[src/lkvc_pkg.sv]
// shared types and constants for the lru key-value cache
`timescale 1ns / 1ps

package lkvc_pkg;

    localparam int KEY_W = 32;
    localparam int VAL_W = 32;
    localparam int CAP_W = 5;

    localparam logic             REQ_GET   = 1'b0;
    localparam logic             REQ_PUT   = 1'b1;
    localparam logic [CAP_W-1:0] CAP_RESET = 5'd16;
    localparam logic [VAL_W-1:0] MISS_VAL  = {VAL_W{1'b1}};
    localparam logic [VAL_W-1:0] PUT_VAL   = {VAL_W{1'b0}};

    typedef struct packed {
        logic             req_type;
        logic [KEY_W-1:0] lookup_key;
        logic [VAL_W-1:0] write_value;
    } req_t;

    typedef struct packed {
        logic             hit;
        logic [VAL_W-1:0] read_value;
    } rsp_t;

endpackage

[src/lkvc_store.sv]
// entry store: parallel key match, age rank update, eviction and insert
`timescale 1ns / 1ps

module lkvc_store #(
    parameter int MAX_ENTRIES = 16
) (
    input  logic                      clk,
    input  logic                      rst_n,
    input  logic                      clear,
    input  logic [lkvc_pkg::CAP_W-1:0] cap_limit,
    input  logic                      req_en,
    input  lkvc_pkg::req_t            req,
    output lkvc_pkg::rsp_t            rsp
);

    localparam int IDX_W = (MAX_ENTRIES > 1) ? $clog2(MAX_ENTRIES) : 1;
    localparam int CNT_W = $clog2(MAX_ENTRIES + 1);
    localparam int CMP_W = (CNT_W > lkvc_pkg::CAP_W) ? CNT_W : lkvc_pkg::CAP_W;

    logic [MAX_ENTRIES-1:0]           valid_reg;
    logic [MAX_ENTRIES-1:0]           valid_next;
    logic [CNT_W-1:0]                 live_count_reg;
    logic [CNT_W-1:0]                 live_count_next;
    logic [lkvc_pkg::KEY_W-1:0]       slot_key_reg  [MAX_ENTRIES];
    logic [lkvc_pkg::VAL_W-1:0]       slot_data_reg [MAX_ENTRIES];
    logic [IDX_W-1:0]                 slot_rank_reg [MAX_ENTRIES];
    logic [IDX_W-1:0]                 slot_rank_next[MAX_ENTRIES];

    logic [MAX_ENTRIES-1:0] match;
    logic [MAX_ENTRIES-1:0] evict_mask;
    logic [MAX_ENTRIES-1:0] valid_kept;
    logic                   found;
    logic [IDX_W-1:0]       found_idx;
    logic [IDX_W-1:0]       free_idx;
    logic [IDX_W-1:0]       hit_rank;
    logic [IDX_W-1:0]       oldest_rank;
    logic [CNT_W-1:0]       live_m1;
    logic [CMP_W-1:0]       cap_ext;
    logic [CMP_W-1:0]       cap_eff;
    logic [CMP_W-1:0]       live_ext;
    logic                   full;
    logic                   is_put;
    logic                   do_touch;
    logic                   do_insert;

    // effective capacity: zero acts as one, saturate at the entry count
    always_comb
    begin
        cap_ext = CMP_W'(cap_limit);
        if (cap_ext == '0)
        begin
            cap_eff = CMP_W'(1);
        end
        else if (cap_ext > CMP_W'(MAX_ENTRIES))
        begin
            cap_eff = CMP_W'(MAX_ENTRIES);
        end
        else
        begin
            cap_eff = cap_ext;
        end
    end

    assign live_ext    = CMP_W'(live_count_reg);
    assign full        = (live_ext >= cap_eff);
    assign live_m1     = live_count_reg - CNT_W'(1);
    assign oldest_rank = live_m1[IDX_W-1:0];
    assign is_put      = (req.req_type == lkvc_pkg::REQ_PUT);

    // key match and priority select
    always_comb
    begin
        found_idx = '0;
        free_idx  = '0;
        for (int i = 0; i < MAX_ENTRIES; i++)
        begin
            match[i]      = valid_reg[i] && (slot_key_reg[i] == req.lookup_key);
            evict_mask[i] = full && valid_reg[i] && (slot_rank_reg[i] == oldest_rank);
        end
        valid_kept = valid_reg & ~evict_mask;
        for (int i = MAX_ENTRIES - 1; i >= 0; i--)
        begin
            if (match[i])
            begin
                found_idx = IDX_W'(i);
            end
            if (!valid_kept[i])
            begin
                free_idx = IDX_W'(i);
            end
        end
    end

    assign found     = |match;
    assign hit_rank  = slot_rank_reg[found_idx];
    assign do_touch  = req_en && found;
    assign do_insert = req_en && is_put && !found;

    always_comb
    begin
        rsp.hit = found;
        if (is_put)
        begin
            rsp.read_value = lkvc_pkg::PUT_VAL;
        end
        else if (found)
        begin
            rsp.read_value = slot_data_reg[found_idx];
        end
        else
        begin
            rsp.read_value = lkvc_pkg::MISS_VAL;
        end
    end

    // next valid bits, count and ranks
    always_comb
    begin
        valid_next      = valid_reg;
        live_count_next = live_count_reg;
        for (int i = 0; i < MAX_ENTRIES; i++)
        begin
            slot_rank_next[i] = slot_rank_reg[i];
        end
        if (clear)
        begin
            valid_next      = '0;
            live_count_next = '0;
        end
        else if (do_touch)
        begin
            for (int i = 0; i < MAX_ENTRIES; i++)
            begin
                if (IDX_W'(i) == found_idx)
                begin
                    slot_rank_next[i] = '0;
                end
                else if (valid_reg[i] && (slot_rank_reg[i] < hit_rank))
                begin
                    slot_rank_next[i] = slot_rank_reg[i] + IDX_W'(1);
                end
            end
        end
        else if (do_insert)
        begin
            for (int i = 0; i < MAX_ENTRIES; i++)
            begin
                if (IDX_W'(i) == free_idx)
                begin
                    slot_rank_next[i] = '0;
                end
                else if (valid_kept[i])
                begin
                    slot_rank_next[i] = slot_rank_reg[i] + IDX_W'(1);
                end
            end
            valid_next           = valid_kept;
            valid_next[free_idx] = 1'b1;
            if (!full)
            begin
                live_count_next = live_count_reg + CNT_W'(1);
            end
        end
    end

    always_ff @(posedge clk or negedge rst_n)
    begin
        if (!rst_n)
        begin
            valid_reg      <= '0;
            live_count_reg <= '0;
        end
        else
        begin
            valid_reg      <= valid_next;
            live_count_reg <= live_count_next;
        end
    end

    // entry payload, no reset
    always_ff @(posedge clk)
    begin
        for (int i = 0; i < MAX_ENTRIES; i++)
        begin
            slot_rank_reg[i] <= slot_rank_next[i];
        end
        if (!clear && do_insert)
        begin
            slot_key_reg[free_idx]  <= req.lookup_key;
            slot_data_reg[free_idx] <= req.write_value;
        end
        else if (!clear && do_touch && is_put)
        begin
            slot_data_reg[found_idx] <= req.write_value;
        end
    end

    assert property (@(posedge clk) disable iff (!rst_n)
        $countones(valid_reg) == int'(live_count_reg))
        else $error("live count differs from number of valid entries");

    assert property (@(posedge clk) disable iff (!rst_n)
        CMP_W'(live_count_reg) <= CMP_W'(MAX_ENTRIES))
        else $error("live count above entry count");

    assert property (@(posedge clk) disable iff (!rst_n)
        clear |=> (live_count_reg == '0) && (valid_reg == '0))
        else $error("store not empty after clear");

    assert property (@(posedge clk) disable iff (!rst_n)
        (!clear && do_insert && !full) |=> live_count_reg == $past(live_count_reg) + CNT_W'(1))
        else $error("insert without eviction did not grow the store");

    assert property (@(posedge clk) disable iff (!rst_n)
        (!clear && req_en) |-> $onehot0(match))
        else $error("key present in more than one entry");

endmodule

[src/lru_key_value_cache_core.sv]
// top level of the lru key-value cache: stream ports, capacity register, beat registers
`timescale 1ns / 1ps

// Fully associative key-value cache with least-recently-used replacement.
// One request beat is accepted every clock cycle while the result side keeps up.
// Its result beat passes through the input register and then the result register
// before it is valid on the master side. All entries are key-compared in
// parallel and their age ranks updated combinationally between those two
// registers, which allows one request per cycle while the result side keeps up.
// Writing the capacity empties the store in the cycle after the write; there is
// no clearing pass after reset. Write the capacity only while no beat is in flight.

module lru_key_value_cache_core #(
    parameter int MAX_ENTRIES = 16
) (
    input  logic                        clk,
    input  logic                        rst_n,
    input  logic                        cfg_wr_en,
    input  logic [lkvc_pkg::CAP_W-1:0]  cfg_wr_data,  // capacity_limit
    input  logic                        s_tvalid,
    output logic                        s_tready,
    input  logic [63:0]                 s_tdata,      // lookup_key, write_value
    input  logic                        s_tuser,      // req_type
    output logic                        m_tvalid,
    input  logic                        m_tready,
    output logic [31:0]                 m_tdata,      // read_value
    output logic                        m_tuser       // hit
);

    logic                       cap_write;
    logic [lkvc_pkg::CAP_W-1:0] cap_limit_reg;
    logic                       in_valid_reg;
    lkvc_pkg::req_t             in_req_reg;
    logic                       out_valid_reg;
    lkvc_pkg::rsp_t             out_rsp_reg;
    lkvc_pkg::rsp_t             store_rsp;
    logic                       advance;

    assign cap_write = cfg_wr_en;
    assign advance   = in_valid_reg && (!out_valid_reg || m_tready);
    assign s_tready  = !in_valid_reg || advance;

    always_ff @(posedge clk or negedge rst_n)
    begin
        if (!rst_n)
        begin
            cap_limit_reg <= lkvc_pkg::CAP_RESET;
            in_valid_reg  <= 1'b0;
            out_valid_reg <= 1'b0;
        end
        else
        begin
            if (cap_write)
            begin
                cap_limit_reg <= cfg_wr_data;
            end
            if (s_tready)
            begin
                in_valid_reg <= s_tvalid;
            end
            if (advance)
            begin
                out_valid_reg <= 1'b1;
            end
            else if (m_tready)
            begin
                out_valid_reg <= 1'b0;
            end
        end
    end

    // beat payload
    always_ff @(posedge clk)
    begin
        if (s_tready && s_tvalid)
        begin
            in_req_reg.req_type    <= s_tuser;
            in_req_reg.lookup_key  <= s_tdata[31:0];
            in_req_reg.write_value <= s_tdata[63:32];
        end
        if (advance)
        begin
            out_rsp_reg <= store_rsp;
        end
    end

    lkvc_store #(
        .MAX_ENTRIES (MAX_ENTRIES)
    ) u_store (
        .clk       (clk),
        .rst_n     (rst_n),
        .clear     (cap_write),
        .cap_limit (cap_limit_reg),
        .req_en    (advance),
        .req       (in_req_reg),
        .rsp       (store_rsp)
    );

    assign m_tvalid = out_valid_reg;
    assign m_tdata  = out_rsp_reg.read_value;
    assign m_tuser  = out_rsp_reg.hit;

endmodule
[config.mk]
export PLATFORM = sky130hd
export DESIGN_NAME = lru_key_value_cache_core
export DESIGN_NICKNAME = d
export VERILOG_FILES = /design/src/lkvc_pkg.sv /design/src/lkvc_store.sv /design/src/lru_key_value_cache_core.sv
export SDC_FILE = /design/constraint.sdc
export NUM_CORES = 2
export LEC_CHECK = 0
export BUFFER_PORTS_ARGS = -buffer_cell sky130_fd_sc_hd__buf_2
export CELL_PAD_IN_SITES_DETAIL_PLACEMENT = 2
export CELL_PAD_IN_SITES_GLOBAL_PLACEMENT = 2
export CORE_MARGIN = 2
export CORE_UTILIZATION = 45
export DETAILED_ROUTE_END_ITERATION = 10
export HOLD_SLACK_MARGIN = 0.08
export PLACE_DENSITY_LB_ADDON = 0.1
export SYNTH_ARGS = -nofsm -noshare
export SYNTH_HDL_FRONTEND = slang
export SYNTH_SLANG_ARGS = --single-unit
export TNS_END_PERCENT = 5
[constraint.sdc]
create_clock -name clk -period 9.23 [get_ports clk]
set_input_delay 0.4615 -clock clk [delete_from_list [all_inputs] [get_ports clk]]
set_output_delay 0.4615 -clock clk [all_outputs]
set_load 0.02 [all_outputs]
* Yosys cells after proc, flatten, opt, wreduce, memory -nomap -nowiden
Memories as Yosys holds them, arrays and structs flattened. Index checks and enable logic that the tools add are counted.
Storage, ports and cells: register bits 126, latch bits 0, bits in writable memories 1088, memory bits (read-only) 0, logic and storage cells 327, memories 3
Operators by class: add/sub/neg operators 18, multipliers 0, divide/modulo/power cells 0, $lt $le $gt $ge 20, eq/ne operators 64, shifts and indexed selects 0, multiplexer cells 121, bitwise gates (word level) 3, reduce and logical (&&, ||, !) cells 88
Memory list:
- u_store.slot_data_reg | words 16, bits a word 32, read ports 1, clocked after memory_dff 0, wr ports 1, line lkvc_store.sv:25 | logic [lkvc_pkg::VAL_W-1:0] slot_data_reg [MAX_ENTRIES];
- u_store.slot_key_reg | words 16, bits a word 32, read ports 16, clocked after memory_dff 0, wr ports 1, line lkvc_store.sv:24 | logic [lkvc_pkg::KEY_W-1:0] slot_key_reg [MAX_ENTRIES];
- u_store.slot_rank_reg | words 16, bits a word 4, read ports 17, clocked after memory_dff 0, wr ports 16, line lkvc_store.sv:26 | logic [IDX_W-1:0] slot_rank_reg [MAX_ENTRIES];
Operator list (number):
- == test 32 bit | 16
- 2-to-1 mux 4 bit | 97
- 2-to-1 mux 64 bit | 3
- logical AND 1 bit | 73
- adder 4 x 1 -> 4 bit, second input constant | 16
- == test 4 bit | 16
- == test 4 bit, first input constant | 16
- less-than comparator 4 bit | 16
- 2-to-1 mux 32 bit | 2
- 2-to-1 mux 16 bit | 3
- == test 3 x 4 -> 1 bit, first input constant | 8
- OR reduction 32 bit | 1
- 2-to-1 mux 5 bit | 6
- AND 16 bit | 1
- == test 2 x 4 -> 1 bit, first input constant | 4
- NOT 16 bit | 1
- OR 16 bit | 1
- OR reduction 16 bit | 1
- 2-to-1 mux 1 bit | 9
- == test 1 x 4 -> 1 bit, first input constant | 2
- logical NOT 4 bit | 2
- adder 5 x 1 -> 5 bit, second input constant | 1
- >= comparator 5 bit | 1
- greater-than comparator 5 bit, second input constant | 1
- 11 further kinds | 17

* Longest topological paths before layout
depth in word-level cells 32, mapped depth 24, mapped depth without buffers 19

* Modules after synthesis
Synthesis repeated with hierarchy kept, for this count alone.
Unflattened totals: cell total of the unflattened synthesis 3806, area, all modules 54657.4 sq um
By module, submodules not included:
- lkvc_store | instances 1, cells each 3690, area an instance 51443.1 sq um, sequential area each 33196.8 sq um
- lru_key_value_cache_core | instances 1, cells each 116, area an instance 3214.3 sq um, sequential area each 3119.2 sq um

* Least setup slack after synthesis
OpenSTA, ideal clock, no wires.
kind register to register, from register u_store.live_count_reg[0], to memory u_store.slot_data_reg[12][0] (netlist name), enable pin, setup time 0.461 ns, data arrival time 6.474 ns, setup slack 2.295 ns, cell stages (with the launch flop) 16, buffers on the path 4, period minus slack after synthesis 6.935 ns, cells stage by stage dfrtp_1 > buf_2 > buf_1 > inv_1 > ha_1 > clkbuf_1 > clkbuf_1 > xor2_1 > nand4_1 > o21ai_1 > nor4_1 > o21a_1 > o22ai_1 > a221o_1 > or2_2 > nor3_1
On the way: cells in the longest elaborated chain, start to end 22, elaborated cells between the ends (all ways) 69
RTL lines:
- start: declaration | line lkvc_store.sv:22 | logic [CNT_W-1:0] live_count_reg;
- start signal: assignment | line lkvc_store.sv:176 | live_count_reg <= live_count_next;
- subtractor 4 x 1 -> 4 bit or >= comparator 5 bit (tied branches) | line lkvc_store.sv:66, lkvc_store.sv:65
- == test 4 bit or logical AND 1 bit (tied branches) | line lkvc_store.sv:78 | evict_mask[i] = full && valid_reg[i] && (slot_rank_reg[i] == oldest_rank);
- logical AND 1 bit | line lkvc_store.sv:78
- NOT 16 bit * | line lkvc_store.sv:80 | valid_kept = valid_reg & ~evict_mask;
- AND 16 bit * | line lkvc_store.sv:80
- 2-to-1 mux 4 bit (15 in series) | line lkvc_store.sv:87 | if (!valid_kept[i])
- 2-to-1 mux 4 bit * | line lkvc_store.sv:87
- 2-to-1 mux 4 bit (no source line) *
- end: declaration | line lkvc_store.sv:25
Every way passes the cells marked *; elsewhere a longest branch is shown, timed or not.

==> run_results.csv <==
group,metric,value,unit
outcome,status,"finished, final reports clean",
cells_and_area,final_cell_mix,"edfxtp_1 (1,186), nand2_1 (689), xor2_1 (433)",
synthesis,ys_seq_elements,1214,
sta,drv_slew,0,
setup_path,cp_num_buf_inv,2,
clocking,clockBufferDepth,3,
drt,dr.first_iter.drc_count,3414,
placed_design,dp_hpwl,117700,microns
drt,viasPerCell,6.131,
sta,fin_hold_ws,0.3176,ns
global_routing,grt_pass1_vias,40910,
setup_path,required,9.69,ns
sta,final.setup.tns,0,ns
synthesis,synth_ff_type,"edfxtp_1",
sta,rsz0062_at_grt,"false",
synthesis,netlist_area,54350,sq um
synthesis,ys_types,79,
placed_design,finalWeightedCongestion,0.8772,
sta,min_period,7.023,ns
synthesis,yosysTopAreaCell,"edfxtp_1",
drt,drt-total-wl,194800,microns
pwr,power,12160,uW
synthesis,synth-edff-count,1186,
placed_design,port_buffers,109,
clocking,clk_latency,0.78,ns
setup_path,reg2reg_depth,16,
cells_and_area,fillers,11470,
sta,period_share,76.09,%
floorplanning,die_area,123600,sq um
synthesis,syn_inst,4151,
drt,via_count,37370,
setup_path,r2r-start,"in_req_reg[42]$_DFFE_PP_",
setup_path,start_kind,"flop",
global_routing,grt_max_degree,187,
synthesis,ys_seq_area_share,66.82,%
setup_path,crit_arrival,7.48,ns
floorplanning,core_area,119800,sq um
drt,routedWlPerCell,31.96,microns
drt,first_pass_iters,6,
clocking,cts_buffers,136,
placed_design,dpl.cell_count,5777,
cells_and_area,antenna_cells,0,
setup_path,max_stage_delay,0.99,ns
clocking,cts_sinks,1214,
setup_path,worst_setup_path_end_kind,"flop",
clocking,tritoncts,"built",
setup_path,rr_endpoint,"u_store.slot_rank_reg[13][2]$_DFFE_PP_",
cells_and_area,utilization,51.66,%
sta,worstMarginPinSlew,1.338,ns
floorplanning,num_rows,127,
pwr,p_leak,0.02103,uW
synthesis,synth_top_area_share,65.53,%
setup_path,r2r_slack,2.21,ns
floorplanning,die_h,351.5,microns
clocking,root_buffer,"clkbuf_16",
setup_path,path_class,"flop to flop",
synthesis,syn_area_per_cell,13.09,sq um
cells_and_area,seq_area,36320,sq um
floorplanning,io_pins,110,
setup_path,critPathTopFamily,"simple AND/OR/NAND/NOR gates",
synthesis,synth.area.top_cells,"edfxtp_1 (66%), xor2_1 (7.0%), nand2_1 (4.8%), xnor2_1 (2.8%), nor4_1 (1.9%)",
cells_and_area,nets,4523,
sta,finalClockSkew,0.02686,ns
global_routing,grt_pass1_wl,283500,microns
clocking,clk_pin_slew,0.05,ns
clocking,cts_setup_buffers,0,
floorplanning,start_util,45.36,%
drt,drc,0,
synthesis,async_flop_share,2.306,%
global_routing,grt_usage,31.62,%
global_routing,grt-ovfl-total,0,
synthesis,syn-num-nets,4297,
setup_path,path_max_fanout,44,
setup_path,worstPathCellList,"buf_4 -> xor2_1 -> nor4_1 -> nand4_1 -> or4_1 -> o211a_1 -> o211ai_2 -> and2_4 -> and3_1 -> a21oi_1 -> o211ai_1 -> buf_4 -> ha_1 -> a2111oi_0 -> a21oi_1 -> and3b_1",
cells_and_area,instances_no_fill,6095,
cells_and_area,multiInputGateArea,17010,sq um
synthesis,ys_warn_count,0,
sta,setup_violations,0,
cells_and_area,final_common_cell,"edfxtp_1",
global_routing,antenna_found_initial,6,
sta,fmax,142.4,MHz
cells_and_area,drive_gt1_share,10.60,%
sta,slew_headroom,10.56,%
drt,antenna_left,0,
clocking,htree_num_levels,4,
setup_path,worst_path_max_delay_cell,"edfxtp_1",
floorplanning,die_x,351.5,microns
pwr,power_density,196.4,nW/um^2
pwr,ir_drop,0.2078,mV
sta,hold_violations,0,
flow_run,drv_cap,0,
cells_and_area,syn2layout_area_growth,13.87,%
hold_path,hp-class,"primary input to async pin",
==> logic make-up after synthesis <==
family	share of synthesized area [%]
buffers and inverters	2.302
XOR/XNOR	9.858
multiplexers	0.2901
flip-flops	66.82
adder cells (fa/ha/maj)	1.635
AND/OR/NAND/NOR	14.31
AO/OA/AOI/OAI	4.782
==> synthesized netlist by cell type, drive strengths merged, types with 39 or more instances <==
library cell	number
a21oi	93
a31oi	80
and3	83
buf	128
clkbuf	75
edfxtp	1186
ha	71
nand2	692
nand3	196
nand4	96
nor2	157
nor3	39
nor4	169
o21ai	103
xnor2	177
xor2	433
==> metrics by stage <==
stage	worst slack (ns)	cell area (sq um)
after floorplan	2.295	54350
final	2.207	61890
after global placement	2.654	56930
after detailed placement	2.274	56930
after global routing	1.859	61890
after CTS	2.214	61890
==> metal layers <==
layer / wire, microns / vias to the layer above / global-route usage (%)
met1: 82670 / 19890 / 42.55
li1: - / 15820 / -
met2: 95200 / 1318 / 53.15
met5: 11 / - / 0
met4: 5270 / 2 / 9.602
met3: 11650 / 344 / 4.594
==> final cells by class <==
| type | count | share of cell area (%) |
|---|---|---|
| Clock buffer | 181 | 5.925 |
| Tap cell | 1612 | 3.259 |
| Inverter | 37 | 0.2244 |
| Multi-Input combinational cell | 2697 | 27.48 |
| Clock inverter | 63 | 0.8996 |
| Sequential cell | 1214 | 58.68 |
| Timing Repair Buffer | 291 | 3.530 |
==> worst max-delay path by stage <==
stage                                          startpoint                                 endpoint  slack [ns]  depth (start not counted)
global route                     in_req_reg[42]$_DFFE_PP_    u_store.slot_rank_reg[7][3]$_DFFE_PP_        1.86                         19
CTS                              in_req_reg[45]$_DFFE_PP_    u_store.slot_rank_reg[7][1]$_DFFE_PP_        2.21                         19
detailed placement               in_req_reg[45]$_DFFE_PP_    u_store.slot_rank_reg[7][1]$_DFFE_PP_        2.27                         19
global placement             cap_limit_reg[2]$_DFFE_PN0P_  u_store.slot_data_reg[13][10]$_DFFE_PP_        2.65                         16
finish                           in_req_reg[42]$_DFFE_PP_   u_store.slot_rank_reg[13][2]$_DFFE_PP_        2.21                         16
floorplan           u_store.live_count_reg[0]$_DFFE_PN0P_   u_store.slot_data_reg[12][0]$_DFFE_PP_        2.29                         15
==> where the power goes <==
group | switching [uW] | total, uW | internal (uW)
sequential | 83.4 | 6200 | 6110
clock | 2300 | 5320 | 3020
combinational | 450 | 642 | 193
total | 2830 | 12200 | 9330
==> timing repair <==
action,CTS,global route
hold buffers,74,0
hold endpoints to repair,99,0
gates resized for setup,0,0
(Power assumes the default switching activity.)
